### src/rtl/core/fat12w_pkg.sv
`timescale 1ns / 1ps
// Shared types and constants for the FAT12 cluster chain sector walker.
// No dependencies; in rtl/core, fat12w_ctrl, fat12w_dp and the walker top import this package.
package fat12w_pkg;

	localparam int TABLE_BYTES_DEF = 8192;
	localparam int CFG_W           = 32;
	localparam int CFG_IDX_W       = 1;

	localparam logic [CFG_IDX_W-1:0] REG_DATA_START = 1'd0;
	localparam logic [CFG_IDX_W-1:0] REG_SPC        = 1'd1;

	localparam logic [31:0] DATA_START_RST = 32'd33;
	localparam logic [7:0]  SPC_RST        = 8'd1;
	localparam logic [7:0]  SPC_MAX        = 8'd128;

	localparam logic [11:0] END_MARK   = 12'hFF8;
	localparam logic [15:0] ENTRY_MASK = 16'h0FFF;

	localparam logic [1:0] OP_LOAD    = 2'd0;
	localparam logic [1:0] OP_START   = 2'd1;
	localparam logic [1:0] OP_ADVANCE = 2'd2;

	typedef struct packed {
		logic [1:0]  op;
		logic [12:0] table_addr;
		logic [7:0]  table_byte;
		logic [11:0] start_cluster;
	} in_word_t;

	typedef struct packed {
		logic [31:0] sector_lba;
		logic [11:0] cluster_now;
		logic        end_of_chain;
	} out_word_t;

	typedef struct packed {
		logic write_tbl;
		logic do_start;
		logic sec_inc;
		logic sec_clr;
		logic rd_lo;
		logic rd_hi;
		logic take_next;
		logic mul;
		logic sum;
		logic lba_clr;
		logic out_load;
	} cmd_t;

	typedef struct packed {
		logic [1:0] op;
		logic       start_end;
		logic       ended;
		logic       wrap;
		logic       next_end;
		logic       out_busy;
	} sts_t;

endpackage

### src/rtl/core/fat12w_ctrl.sv
`timescale 1ns / 1ps
// Sequencer for the walker: decodes each accepted word and steps the datapath.
// Depends on fat12w_pkg.
module fat12w_ctrl (
	input  logic              clk,
	input  logic              arst_n,
	input  logic              in_valid,
	output logic              in_ready,
	input  fat12w_pkg::sts_t  sts,
	output fat12w_pkg::cmd_t  cmd
);
	import fat12w_pkg::*;

	typedef enum logic [6:0] {
		S_IDLE  = 7'b0000001,
		S_RD_LO = 7'b0000010,
		S_RD_HI = 7'b0000100,
		S_NEXT  = 7'b0001000,
		S_MUL   = 7'b0010000,
		S_SUM   = 7'b0100000,
		S_DONE  = 7'b1000000
	} state_t;

	state_t state_q, state_d;

	assign in_ready = (state_q == S_IDLE);

	always_comb begin
		state_d = state_q;
		cmd     = '0;
		case (state_q)
			S_IDLE: begin
				if (in_valid) begin
					case (sts.op)
						OP_LOAD: begin
							cmd.write_tbl = 1'b1;
							cmd.lba_clr   = 1'b1;
							state_d       = S_DONE;
						end
						OP_START: begin
							cmd.do_start = 1'b1;
							if (sts.start_end) begin
								cmd.lba_clr = 1'b1;
								state_d     = S_DONE;
							end else begin
								state_d = S_MUL;
							end
						end
						OP_ADVANCE: begin
							if (sts.ended) begin
								cmd.lba_clr = 1'b1;
								state_d     = S_DONE;
							end else if (sts.wrap) begin
								cmd.sec_clr = 1'b1;
								state_d     = S_RD_LO;
							end else begin
								cmd.sec_inc = 1'b1;
								state_d     = S_MUL;
							end
						end
						default: begin
							cmd.lba_clr = 1'b1;
							state_d     = S_DONE;
						end
					endcase
				end
			end
			S_RD_LO: begin
				cmd.rd_lo = 1'b1;
				state_d   = S_RD_HI;
			end
			S_RD_HI: begin
				cmd.rd_hi = 1'b1;
				state_d   = S_NEXT;
			end
			S_NEXT: begin
				cmd.take_next = 1'b1;
				if (sts.next_end) begin
					cmd.lba_clr = 1'b1;
					state_d     = S_DONE;
				end else begin
					state_d = S_MUL;
				end
			end
			S_MUL: begin
				cmd.mul = 1'b1;
				state_d = S_SUM;
			end
			S_SUM: begin
				cmd.sum = 1'b1;
				state_d = S_DONE;
			end
			S_DONE: begin
				if (!sts.out_busy) begin
					cmd.out_load = 1'b1;
					state_d      = S_IDLE;
				end
			end
			default: begin
				state_d = S_IDLE;
			end
		endcase
	end

	always_ff @(posedge clk or negedge arst_n) begin
		if (!arst_n) begin
			state_q <= S_IDLE;
		end else begin
			state_q <= state_d;
		end
	end

endmodule

### config.mk
export PLATFORM = sky130hd
export DESIGN_NAME = fat12w_ctrl
export DESIGN_NICKNAME = d
export VERILOG_FILES = /design/src/rtl/core/fat12w_pkg.sv /design/src/rtl/core/fat12w_ctrl.sv
export SDC_FILE = /design/constraint.sdc
export NUM_CORES = 1
export LEC_CHECK = 0
export BUFFER_PORTS_ARGS = -buffer_cell sky130_fd_sc_hd__buf_2
export CAP_MARGIN = 5
export CORE_MARGIN = 2
export CORE_UTILIZATION = 47
export CTS_CLUSTER_DIAMETER = 100
export DETAILED_ROUTE_END_ITERATION = 7
export HOLD_SLACK_MARGIN = 0.1
export PLACE_DENSITY = 0.76
export SETUP_SLACK_MARGIN = 0.2
export SLEW_MARGIN = 20
export SYNTH_ARGS = -nofsm -noshare
export SYNTH_HDL_FRONTEND = slang
export SYNTH_SLANG_ARGS = --single-unit
### constraint.sdc
create_clock -name clk -period 2.5 [get_ports clk]
set_clock_uncertainty 0.05 [all_clocks]
set_input_delay 0.5 -clock clk [delete_from_list [all_inputs] [get_ports clk]]
set_output_delay 0.5 -clock clk [all_outputs]
set_load 0.01 [all_outputs]
==> results by stage, run 1 <==
Yosys:
- A synthesized cell averages 9.044 sq um.
- The synthesized design spends more area on one cell type than any other, namely sky130_fd_sc_hd__dfrtp_1.
- The number of warnings reported in the yosys synthesis log is 0.
- The netlist area before placement is 633.1 sq um.
- Synthesis produced 70 cells.
- The number of nets in the synthesized netlist is 83.
- The number of distinct library cells after synthesis is 34.
- The flip-flop and latch count after synthesis is 7.
- The top cell type by area accounts for 23.72% of the synthesized area.
- The post-synthesis sequential area ratio is 27.87%.
- By area the synthesized netlist is led by sky130_fd_sc_hd__dfrtp_1 (24%), sky130_fd_sc_hd__nor4b_1 (6.9%), sky130_fd_sc_hd__nor4_4 (6.7%), sky130_fd_sc_hd__ha_1 (5.9%), sky130_fd_sc_hd__dfstp_2 (4.2%).

Detailed routing:
- The vias per cell is 6.126.
- The total via count in the routed design is 680.
- Dividing the detail-routed wire length by the instance count gives 15.29 microns.
- Before antenna repair, the detailed router went through 4 iterations.
- The count of nets left with antenna violations once routing finished came out at 0.
- For this block, the routed nets add up to 1697 microns of wire.
- After the first detailed-routing iteration, the DRC count stood at 26.
- The number of remaining DRC errors is 0.

Power and ir drop:
- The design draws 0.5072 mW.
- The peak supply drop is 0.0003440 V.
- Dividing total power by cell area gives a power density of 594.4 nW/um^2.
- The leakage power is 0.4036 nW.

Final layout:
- The register with the highest flop count is state_q.
- The register with the most flip-flops in the layout has 7 of them.
- The largest registers in the layout are state_q: 7 flops.
- The final net count is 110.
- The most frequent standard cell in the layout excluding fill and tap cells is sky130_fd_sc_hd__buf_2.
- The fraction of layout instances using a drive strength above 1 is 45.83%.
- Leaving out fill and tap cells, the most frequent cells in the layout are sky130_fd_sc_hd__buf_2 (19), sky130_fd_sc_hd__inv_1 (6), sky130_fd_sc_hd__buf_4 (6).
- The number of antenna diodes in the final layout is 0.
- The signed area change from the synthesized netlist to the final layout is 34.78%.
- The final design area excluding fillers is 853.3 sq um.

Global routing:
- The initial antenna violation count is 0.
- The number of global-route vias before repair is 538.
- The wire length of the first global-routing pass is 2352 microns.
- The largest net degree at the start of global routing is 11.
- The total congestion overflow after global routing is 0.
- The total track usage is 21.40%.

Worst hold path:
- The hold path startpoint is state_q[3]$_DFFE_PN0P_.
- The count of cells along the worst hold path is 1.
- The worst hold path terminates at state_q[3]$_DFFE_PN0P_.
- The kind of path behind the tightest hold check is register to register.

STA:
- After layout, the minimum clock period comes to 2363 ps.
- At the pin with the least slew margin, the transition time is 550.5 ps.
- Hold is met by 511.3 ps.
- The number of hold violations in the final report is 0.
- The final-layout setup total negative slack is 0 ps.
- Setup slack on the critical path of the routed design comes to 137.2 ps.
- The fraction of the cycle the final worst path needs is 94.51%.
- Setup repair after global routing could not meet its margin everywhere.
- In this run the tightest slew margin relative to its limit is 62.96%.
- Timing would allow up to 423.2 MHz.
- The number of slew-limit violations in the final report is 0.
- The total setup violations reported at the end of the flow is 0.

Place:
- At the end of routability-driven placement, the weighted congestion stood at 0.7228.
- The estimated wirelength of the detail-placed design is 1144 microns.
- The count of buffers added on input and output ports is 21.
- Before CTS, the worst setup slack after placement is 297.0 ps.
- The instance area after placement is 739.5 sq um.

Clocking:
- The CTS tree is yes.
- The worst-case clock buffer depth is 2.
- The CTS H-tree depth is 1.
- The tree built by TritonCTS fans out to 7 sinks.
- For the worst-skew pair, the clock arrives at the later sink with an insertion delay of 260 ps.
- The CTS clock-pin slew for the worst setup and hold paths is 50 ps.
- The number of buffers created by CTS is 3.
- The root buffer cell is sky130_fd_sc_hd__clkbuf_4.

Worst setup path:
- The kind of capture point of the worst setup path is an output pin.
- The critical path goes through or3_4 -> nor4_4 -> nor4b_2 -> buf_2.
- STA puts the critical path data arrival time at 1810 ps.
- In this design, the stage delay of the slowest critical-path cell is 450 ps.
- The register-to-register setup slack is 720 ps.
- The worst setup path is of the register to output pin kind.
- Data on the critical path is required at its endpoint by 1950 ps.
- The capturing point of the worst reg2reg path is state_q[6]$_DFFE_PN0P_.
- The cell at the slowest stage of the critical path is sky130_fd_sc_hd__dfrtp_2.
- The type of origin of the critical path is a register.
- In this run the critical register-to-register path is launched from state_q[1]$_DFFE_PN0P_.
- The worst reg2reg path depth is 5.
- Of all nets on the critical path, the largest fanout is 7.

Run:
- The tool flagged a number of max-cap violations equal to 0.

Floorplan:
- The floorplan step defined a core boundary enclosing 1285 sq um.
- The floorplan step set the die height to 40.70 microns.
- The number of top-level pins is 22.
- The die width is 40.70 microns.
- After floorplanning, the core was divided into 13 placement rows.
- Once the floorplan was initialized, standard cells occupied 49.27% of the core.
- The die covers 1656 sq um.

Outcome:
- The run finished with clean final reports.
synthesized netlist by cell type:
cell / instances
sky130_fd_sc_hd__dfrtp_1: 6
sky130_fd_sc_hd__inv_1: 6
sky130_fd_sc_hd__nor4b_1: 5
sky130_fd_sc_hd__and3_1: 4
sky130_fd_sc_hd__nor3_1: 4
sky130_fd_sc_hd__clkbuf_1: 3
sky130_fd_sc_hd__ha_1: 3
sky130_fd_sc_hd__nor2_1: 3
sky130_fd_sc_hd__nor4_1: 3
sky130_fd_sc_hd__a21oi_1: 2
sky130_fd_sc_hd__and2_1: 2
sky130_fd_sc_hd__buf_2: 2
sky130_fd_sc_hd__nand2_1: 2
sky130_fd_sc_hd__nand2b_1: 2
sky130_fd_sc_hd__nand3b_1: 2
sky130_fd_sc_hd__nor4_4: 2
sky130_fd_sc_hd__o31ai_1: 2
sky130_fd_sc_hd__a211oi_1: 1
sky130_fd_sc_hd__a22o_1: 1
sky130_fd_sc_hd__a22oi_1: 1
sky130_fd_sc_hd__a32oi_1: 1
sky130_fd_sc_hd__a41oi_1: 1
sky130_fd_sc_hd__and4b_1: 1
sky130_fd_sc_hd__buf_6: 1
sky130_fd_sc_hd__dfstp_2: 1
sky130_fd_sc_hd__nand4b_1: 1
sky130_fd_sc_hd__nor2b_1: 1
sky130_fd_sc_hd__nor4_2: 1
sky130_fd_sc_hd__nor4bb_1: 1
sky130_fd_sc_hd__o32ai_1: 1
sky130_fd_sc_hd__or2_2: 1
sky130_fd_sc_hd__or3_1: 1
sky130_fd_sc_hd__or3_4: 1
sky130_fd_sc_hd__xnor2_1: 1
power by group:
group	switching [mW]	internal, mW	total, mW
Clock	0.0449	0.0611	0.106
Sequential	0.0301	0.135	0.165
Combinational	0.121	0.116	0.236
area by class of cell:
type | count | area [sq um]
Inverter | 6 | 22.52
Sequential cell | 7 | 180.2
Timing Repair Buffer | 28 | 172.7
Tap cell | 15 | 18.77
Fill cell | 118 | 431.7
Multi-Input combinational cell | 51 | 432.9
Clock buffer | 4 | 26.28
through the flow:
step | utilization, % | instances
after floorplan | - | 70
after global placement | 57.55 | 102
after detailed placement | 57.55 | 102
after CTS | 61.44 | 108
after global routing | 66.41 | 111
final | 66.41 | 111
what timing repair did:
item                                   in CTS  in global routing
hold buffers                                1                  0
setup endpoints to repair                   6                  7
buffers inserted                            1                  3
gates resized for setup                     2                  9
pin swaps                                   2                  2
endpoints found under the hold margin       6                  0
worst max-delay path, delay by kind of cell, from the launching register on:
kind,cells,cell delay [ps]
and+or+nand+nor,3,920
DFF,1,450
buffers and inverters,1,180
layer usage:
layer	vias up	GRT usage (%)	wire length (microns)
met5	-	0	0
li1	316	-	-
met4	0	10.00	70
met3	11	1.630	96
met1	319	29.04	703
met2	34	34.13	826
logic make-up after synthesis:
kind of cell    Yosys count  synth area share (%)
simple gates             37                 44.27
buf+inv                  12                 8.695
compound gates           10                 11.86
flops                     7                 27.87
fa+ha+maj                 3                 5.929
xor+xnor                  1                 1.384
how the worst max path moves through the flow:
stage | from | endpoint | cells after the start | slack (ps)
floorplan | state_q[5]$_DFFE_PN0P_ | cmd[8] | 4 | 340
global placement | state_q[5]$_DFFE_PN0P_ | cmd[8] | 4 | 340
detailed placement | state_q[5]$_DFFE_PN0P_ | cmd[8] | 4 | 300
CTS | state_q[5]$_DFFE_PN0P_ | cmd[8] | 4 | 190
global route | state_q[1]$_DFFE_PN0P_ | cmd[8] | 4 | 50
finish | state_q[1]$_DFFE_PN0P_ | cmd[8] | 4 | 140
(Power assumes the default switching activity.)
==> run 2, diff against run 1 <==
--- a/config.mk
+++ b/config.mk
@@ -8,11 +8,11 @@
 export BUFFER_PORTS_ARGS = -buffer_cell sky130_fd_sc_hd__buf_2
 export CAP_MARGIN = 5
 export CORE_MARGIN = 2
-export CORE_UTILIZATION = 47
+export CORE_UTILIZATION = 40
 export CTS_CLUSTER_DIAMETER = 100
 export DETAILED_ROUTE_END_ITERATION = 7
 export HOLD_SLACK_MARGIN = 0.1
-export PLACE_DENSITY = 0.76
+export PLACE_DENSITY = 0.66
 export SETUP_SLACK_MARGIN = 0.2
 export SLEW_MARGIN = 20
 export SYNTH_ARGS = -nofsm -noshare
==> run 2 against run 1 <==
Cell count grew 2.7%; wire length shrank 5.1%; power shrank 1.6%; worst hold slack gained 46 ps; sequential power is essentially flat; register-to-register slack gained 140 ps; sequential share of layout area shrank 0.15 points; via count shrank 2.6%; clock power is essentially flat; critical path depth is the same; flip-flop and latch count is the same; largest power group unchanged.
==> results by stage, run 2 (synthesis gave the netlist of run 1 again) <==
Outcome:
- The flow ran to the end, and the final reports show no timing, DRC or antenna violations.

Power and ir drop:
- Power spread over the standard cell area amounts to 584.7 nW/um^2.
- The combinational cell fraction of total power is 45.6%.
- The sequential share of power is 33.6%.
- The internal cell power is 0.3105 mW.
- Of the total power, the clock network draws 20.9%.
- In this run switching power makes up 37.76% of total power.
- The leakage power is 0.4125 nW.
- The peak supply drop is 0.0002393 V.
- Summed over all nets, the switching power comes to 0.1884 mW.

STA:
- The maximum operating frequency is 450.5 MHz.
- Setup repair after global routing could not meet its margin everywhere.
- The final critical-path required period is 2220 ps.
- The number of slew-limit violations in the final report came to 0.
- Hold is met by 557.3 ps.
- In the finished design, the share of the clock period the worst path needs comes to 88.79%.
- The final-layout setup total negative slack is 0 ps.
- The transition time at the pin with the least slew margin is 419.7 ps.
- In this run the tightest slew margin relative to its limit is 71.76%.
- Setup violations remaining at the end of the flow were counted as 0.
- The number of hold violations in the final report is 0.

Clocking:
- Clock latency on the worst-skew pair, taken at its later pin, is 250 ps.
- The CTS H-tree depth is 1.
- The tree is rooted in a sky130_fd_sc_hd__clkbuf_4.
- CTS saw 7 sinks.
- The worst-case clock buffer depth is 2.
- After clock tree synthesis, the clock-pin slew on the worst setup and hold paths is 60 ps.
- Counting the buffers created by CTS gives 3.
- TritonCTS built the clock tree.

Global routing:
- The wire length of the first global-routing pass is 2553 microns.
- The total congestion overflow after global routing is 0.
- The total track usage is 18.16%.
- The number of global-route vias before repair is 596.
- Entering global routing, the biggest net connects 11 pins.
- The initial antenna violation count was 0.

Worst setup path:
- The kind of capture point of the worst setup path is an output pin.
- The signal on the critical path passes through or3_1 -> nor4_4 -> a22o_1 -> buf_2.
- In this run the worst path has a maximum fanout of 6.
- The worst stage delay on the critical path is 480 ps.
- By startpoint and endpoint, the worst setup path is classified as register to output pin.
- The slowest stage of the critical path is the sky130_fd_sc_hd__or3_1 cell.
- At the worst endpoint, the arrival time is 1670 ps.
- The worst setup path is launched from a register.
- The worst endpoint required time is 1950 ps.

Floorplan:
- The die height is 43.79 microns.
- The core box area is 1489 sq um.
- The area of the die is 1917 sq um.
- The initial core utilization is 42.52%.
- The floorplan has 14 rows.
- Pin placement for this block handled 22 I/O pins.
- The die width is 43.79 microns.

Place:
- The number of buffers inserted by port buffering is 21.
- The estimated wirelength of the detail-placed design is 1145 microns.
- Routability-driven placement finished with a final weighted congestion of 0.7697.

Final layout:
- The final net count is 112.
- The repair_antennas step left the layout with diodes totalling 0.
- Leaving out fill and tap cells, the most frequent cell in the layout is sky130_fd_sc_hd__buf_2.
- In the final layout, the registers with the most flip-flops are state_q: 7 flops.
- The register with the most flip-flops in the layout has 7 of them.
- Fill cells in the final layout number 134.
- The signed area change from the synthesized netlist to the final layout is 34.78%.
- The top cell types in the final layout, fill and taps aside, are sky130_fd_sc_hd__buf_2 (21), sky130_fd_sc_hd__buf_4 (8), sky130_fd_sc_hd__inv_1 (6).
- Counting flops per register, the top entry is state_q.
- The fraction of layout instances using a drive strength above 1 is 43.88%.

Run:
- The tool flagged a number of max-cap violations equal to 0.

Detailed routing:
- After detailed routing, the average wire length per cell comes to 14.13 microns.
- The vias per cell is 5.807.
- After the first detailed-routing iteration, the DRC count stood at 13.
- Before antenna repair, the detailed router went through 4 iterations.
- In the routed design, unresolved DRC markers number 0.
- The total detailed-routing wirelength is 1611 microns.
- The total via count in the routed design is 662.
- Once detail routing completed, the nets flagged for antenna violations numbered 0.

Worst hold path:
- The min-delay analysis places its worst path in the category primary input to async pin.
[run 2: cell types whose count changed in the layout (fill, tap and decap cells not counted), moves of 2 or more]
cell,previous run,this run
sky130_fd_sc_hd__and2_1,0,2
sky130_fd_sc_hd__and2_4,2,0
sky130_fd_sc_hd__buf_2,19,21
sky130_fd_sc_hd__buf_4,6,8
sky130_fd_sc_hd__buf_6,2,0
[run 2: power groups by stage]
stage          Sequential (mW)  Clock (mW)  Combinational (mW)
6_report                 0.168       0.104               0.227
5_1_grt                  0.169       0.119               0.250
4_1_cts                  0.164       0.106               0.216
3_5_place_dp             0.166           0               0.200
3_3_place_gp             0.166           0               0.198
2_1_floorplan            0.149           0               0.162
[run 2: layout make-up]
class                      instances  area, sq um  area share, %
inverter                           6        22.52          2.639
tap                               16        20.02          2.346
timing repair buffer              30        175.2          20.53
clock buffer                       4        26.28          3.079
sequential                         7        178.9          20.97
multi-input combinational         51        430.4          50.44
[run 2: per-stage QoR]
stage | setup slack [ps] | cells | power [mW] | area (sq um) | util [%]
5_1_grt | 168.1 | 114 | 0.5376 | 853.3 | 57.31
3_5_place_dp | 276.9 | 103 | 0.3664 | 740.7 | 49.75
3_3_place_gp | 326.9 | 103 | 0.3646 | 740.7 | 49.75
6_report | 280.2 | 114 | 0.4990 | 853.3 | 57.31
4_1_cts | 217.7 | 111 | 0.4862 | 813.3 | 54.62
2_1_floorplan | 338.2 | 70 | 0.3104 | 633.1 | -
[run 2: per-layer routing]
metal	part of all wire [%]	wire length [microns]	global-route usage, %
met3	5.0	81	2.500
met5	0	0	0
met4	1.6	26	9.091
met1	43	691	22.14
met2	50	812	30.88
[run 2: timing repair]
| item | in CTS | in global routing |
|---|---|---|
| hold buffers | 1 | 0 |
| hold endpoints to repair | 6 | 0 |
| setup endpoints to repair | 6 | 5 |
| setup buffers | 3 | 3 |
| pin swaps | 1 | 2 |
| resized for setup | 4 | 3 |
[run 2: worst paths after layout]
path                       slack (ps)                endpoint              startpoint  depth (start not counted)
max                               280                  cmd[1]  state_q[1]$_DFFE_PN0P_                          4
min                               560  state_q[2]$_DFFE_PN0P_                  arst_n                          2
max reg2reg                       860  state_q[0]$_DFFE_PN1P_  state_q[4]$_DFFE_PN0P_                          5
min reg2reg                       560  state_q[2]$_DFFE_PN0P_  state_q[1]$_DFFE_PN0P_                          1
max in group asynchronous        1610  state_q[0]$_DFFE_PN1P_                  arst_n                          2
min in group clk                  560  state_q[2]$_DFFE_PN0P_  state_q[1]$_DFFE_PN0P_                          1
[run 2: critical path: cells and delay by family (launching register included)]
| family | cells | cell delay [ps] |
|---|---|---|
| AND/OR/NAND/NOR | 2 | 700 |
| flip-flops | 1 | 420 |
| AO/OA/AOI/OAI | 1 | 180 |
| buffers and inverters | 1 | 120 |
==> run 3, diff against run 2 <==
--- a/config.mk
+++ b/config.mk
@@ -5,14 +5,13 @@
 export SDC_FILE = /design/constraint.sdc
 export NUM_CORES = 1
 export LEC_CHECK = 0
-export BUFFER_PORTS_ARGS = -buffer_cell sky130_fd_sc_hd__buf_2
 export CAP_MARGIN = 5
-export CORE_MARGIN = 2
-export CORE_UTILIZATION = 40
+export CORE_AREA = 2 2 39 41
 export CTS_CLUSTER_DIAMETER = 100
 export DETAILED_ROUTE_END_ITERATION = 7
+export DIE_AREA = 0 0 41 43
+export DONT_BUFFER_PORTS = 1
 export HOLD_SLACK_MARGIN = 0.1
-export PLACE_DENSITY = 0.66
 export SETUP_SLACK_MARGIN = 0.2
 export SLEW_MARGIN = 20
 export SYNTH_ARGS = -nofsm -noshare
==> run 3 against run 2 <==
Cell area down 14%; clock-buffer cell count did not move; worst hold slack worse by 150 ps; die area decreased by 8.0%; critical path type unchanged; largest cell class unchanged.
==> results by stage, run 3 (synthesis gave the netlist of run 1 again) <==
Worst setup path:
- For the worst flop-to-flop path, the logic depth is 5.
- The worst endpoint data arrival time is 1720 ps.
- The maximum fanout along the worst path is 7.
- The critical path in this run is classified as register to output pin.
- The register-to-register setup slack is 750 ps.
- At the worst endpoint, the required time is 1950 ps.
- STA classifies the critical path startpoint as a register.
- STA classifies the critical path endpoint as an output pin.

Final layout:
- After the last flow step, the layout net total stands at 89.
- The antenna diode count is 0.
- The fraction of layout instances using a drive strength above 1 is 26.67%.
- The largest registers in the layout are state_q: 7 flops.
- The multi-input combinational cells in the finished layout cover a total of 431.7 sq um.
- In the layout the commonest cells are sky130_fd_sc_hd__inv_1 (6), sky130_fd_sc_hd__buf_4 (6), sky130_fd_sc_hd__nor3_1 (4), sky130_fd_sc_hd__nor4b_1 (4), sky130_fd_sc_hd__and3_1 (4).
- The register with the most flip-flops in the layout has 7 of them.
- Across the whole layout, storage elements account for 180.2 sq um.
- The register with the highest flop count is state_q.
- The signed area change from the synthesized netlist to the final layout is 16.21%.
- The layout has 136 filler cells.

Outcome:
- The flow ran to the end, and the final reports show no timing, DRC or antenna violations.

STA:
- The total setup violations reported at the end of the flow is 0.
- The relative max-transition margin is 58.76%.
- The number of slew-limit violations in the final report is 0.
- Static timing analysis puts the maximum clock frequency at 439.9 MHz.
- The final critical-path required period is 2273 ps.
- The number of hold violations in the final report is 0.
- Setup repair after global routing could not meet its margin everywhere.
- The fraction of the cycle the final worst path needs is 90.93%.
- The final-layout setup total negative slack is 0 ps.
- The transition time at the pin with the least slew margin is 610.0 ps.

Place:
- The number of buffers inserted by port buffering is 0.
- Routability-driven placement finished with a final weighted congestion of 0.7186.
- The estimated wirelength of the detail-placed design is 1025 microns.

Run:
- The total of max-cap violations is 0.

Power and ir drop:
- The power density over the cells is 642.1 nW/um^2.
- The leakage power is 0.3093 nW.
- Total power for the finished layout comes to 0.4724 mW.
- VDD sags by at most 0.0003119 V.

Detailed routing:
- The detailed router finished its first iteration with 15 violations.
- The total via count in the routed design is 563.
- For this block, the routed nets add up to 1363 microns of wire.
- In this run the remaining antenna-violating nets after routing total 0.
- In the routed design, unresolved DRC markers number 0.
- The first detailed-routing pass ran for 4 iterations.
- The average wire per standard cell is 14.98 microns.
- Dividing the detail-routed via count by the number of cells gives 6.187.

Clocking:
- The worst-case clock buffer depth is 2.
- Counting the buffers created by CTS gives 3.
- The CTS H-tree depth is 1.
- After clock tree synthesis, the clock-pin slew on the worst setup and hold paths is 50 ps.
- The total number of clock tree sinks is 7.
- The CTS tree is yes.
- At the later pin of the worst-skew pair, clock insertion delay measures 250 ps.
- Clock tree synthesis selected as its root buffer the cell sky130_fd_sc_hd__clkbuf_4.

Floorplan:
- The die width is 41 microns.
- The floorplan step set the die height to 43 microns.
- For this configuration, the core starts out at a cell density of 45.75%.
- In this run the core area contains 14 standard-cell rows.
- In this run the standard cell core region covers 1384 sq um.
- The die covers 1763 sq um.
- 22 I/O pins were placed.

Worst hold path:
- The worst hold path was traced through 2 stages.
- The kind of path behind the tightest hold check is primary input to register.

Global routing:
- The first global-routing pass estimated 2366 microns of wire.
- The initial antenna violation count is 0.
- For this run the aggregate overflow at the end of global routing stands at 0.
- The number of global-route vias before repair came to 557.
- For this run, the total global-route usage over all layers was measured as 19.13%.
- The largest net degree at the start of global routing is 12.
## run 3: repair_timing
item	CTS	global route
hold buffers	1	0
cloned	0	0
buffers inserted	2	0
pin swaps	2	0
endpoints found under the setup margin	3	3
gates resized for setup	3	4
endpoints found under the hold margin	7	0
## run 3: stage by stage
stage / cells / hold WS [ps] / setup slack, ps / utilization, % / area, sq um
2_1_floorplan: 70 / 154.4 / 338.2 / - / 633.1
3_3_place_gp: 84 / 154.6 / 368.3 / 47.02 / 650.6
6_report: 91 / 405.1 / 226.6 / 53.16 / 735.7
5_1_grt: 91 / 415.2 / 139.1 / 53.16 / 735.7
4_1_cts: 91 / 401.8 / 214.5 / 52.26 / 723.2
3_5_place_dp: 84 / 154.6 / 339.1 / 47.02 / 650.6
## run 3: worst paths after layout
check / startpoint / end
worst max-delay path: state_q[1]$_DFFE_PN0P_ / cmd[8]
worst min-delay path: in_valid / state_q[6]$_DFFE_PN0P_
worst max register to register: state_q[5]$_DFFE_PN0P_ / state_q[0]$_DFFE_PN1P_
worst min register to register: state_q[1]$_DFFE_PN0P_ / state_q[2]$_DFFE_PN0P_
max in group asynchronous: arst_n / state_q[0]$_DFFE_PN1P_
min in group asynchronous: arst_n / state_q[5]$_DFFE_PN0P_
## run 3: critical path: stages, from the launching register on
cell	delay (ps)
sky130_fd_sc_hd__dfrtp_2	430
sky130_fd_sc_hd__or3_4	450
sky130_fd_sc_hd__nor4_4	210
sky130_fd_sc_hd__nor4b_4	240
sky130_fd_sc_hd__buf_4	150
## run 3: power breakdown
part / total, mW / internal (mW) / switching [mW]
clock: 0.102 / 0.0609 / 0.0411
combinational: 0.198 / 0.102 / 0.0958
sequential: 0.173 / 0.135 / 0.0375
## run 3: cell type report
class,count,area share (%)
Multi-Input combinational cell,51,58.67
Sequential cell,7,24.49
Timing Repair Buffer,7,7.483
Clock buffer,4,3.571
Inverter,6,3.061
Tap cell,16,2.721
## run 3: routing by layer
metal	wire [microns]	share of wire (%)	vias up	track usage [%]
li1	-	-	275	-
met1	579	42	261	26.07
met2	682	50	25	27.81
met3	87	6.4	2	3.141
met4	14	1.0	0	10.00
met5	0	0	-	0
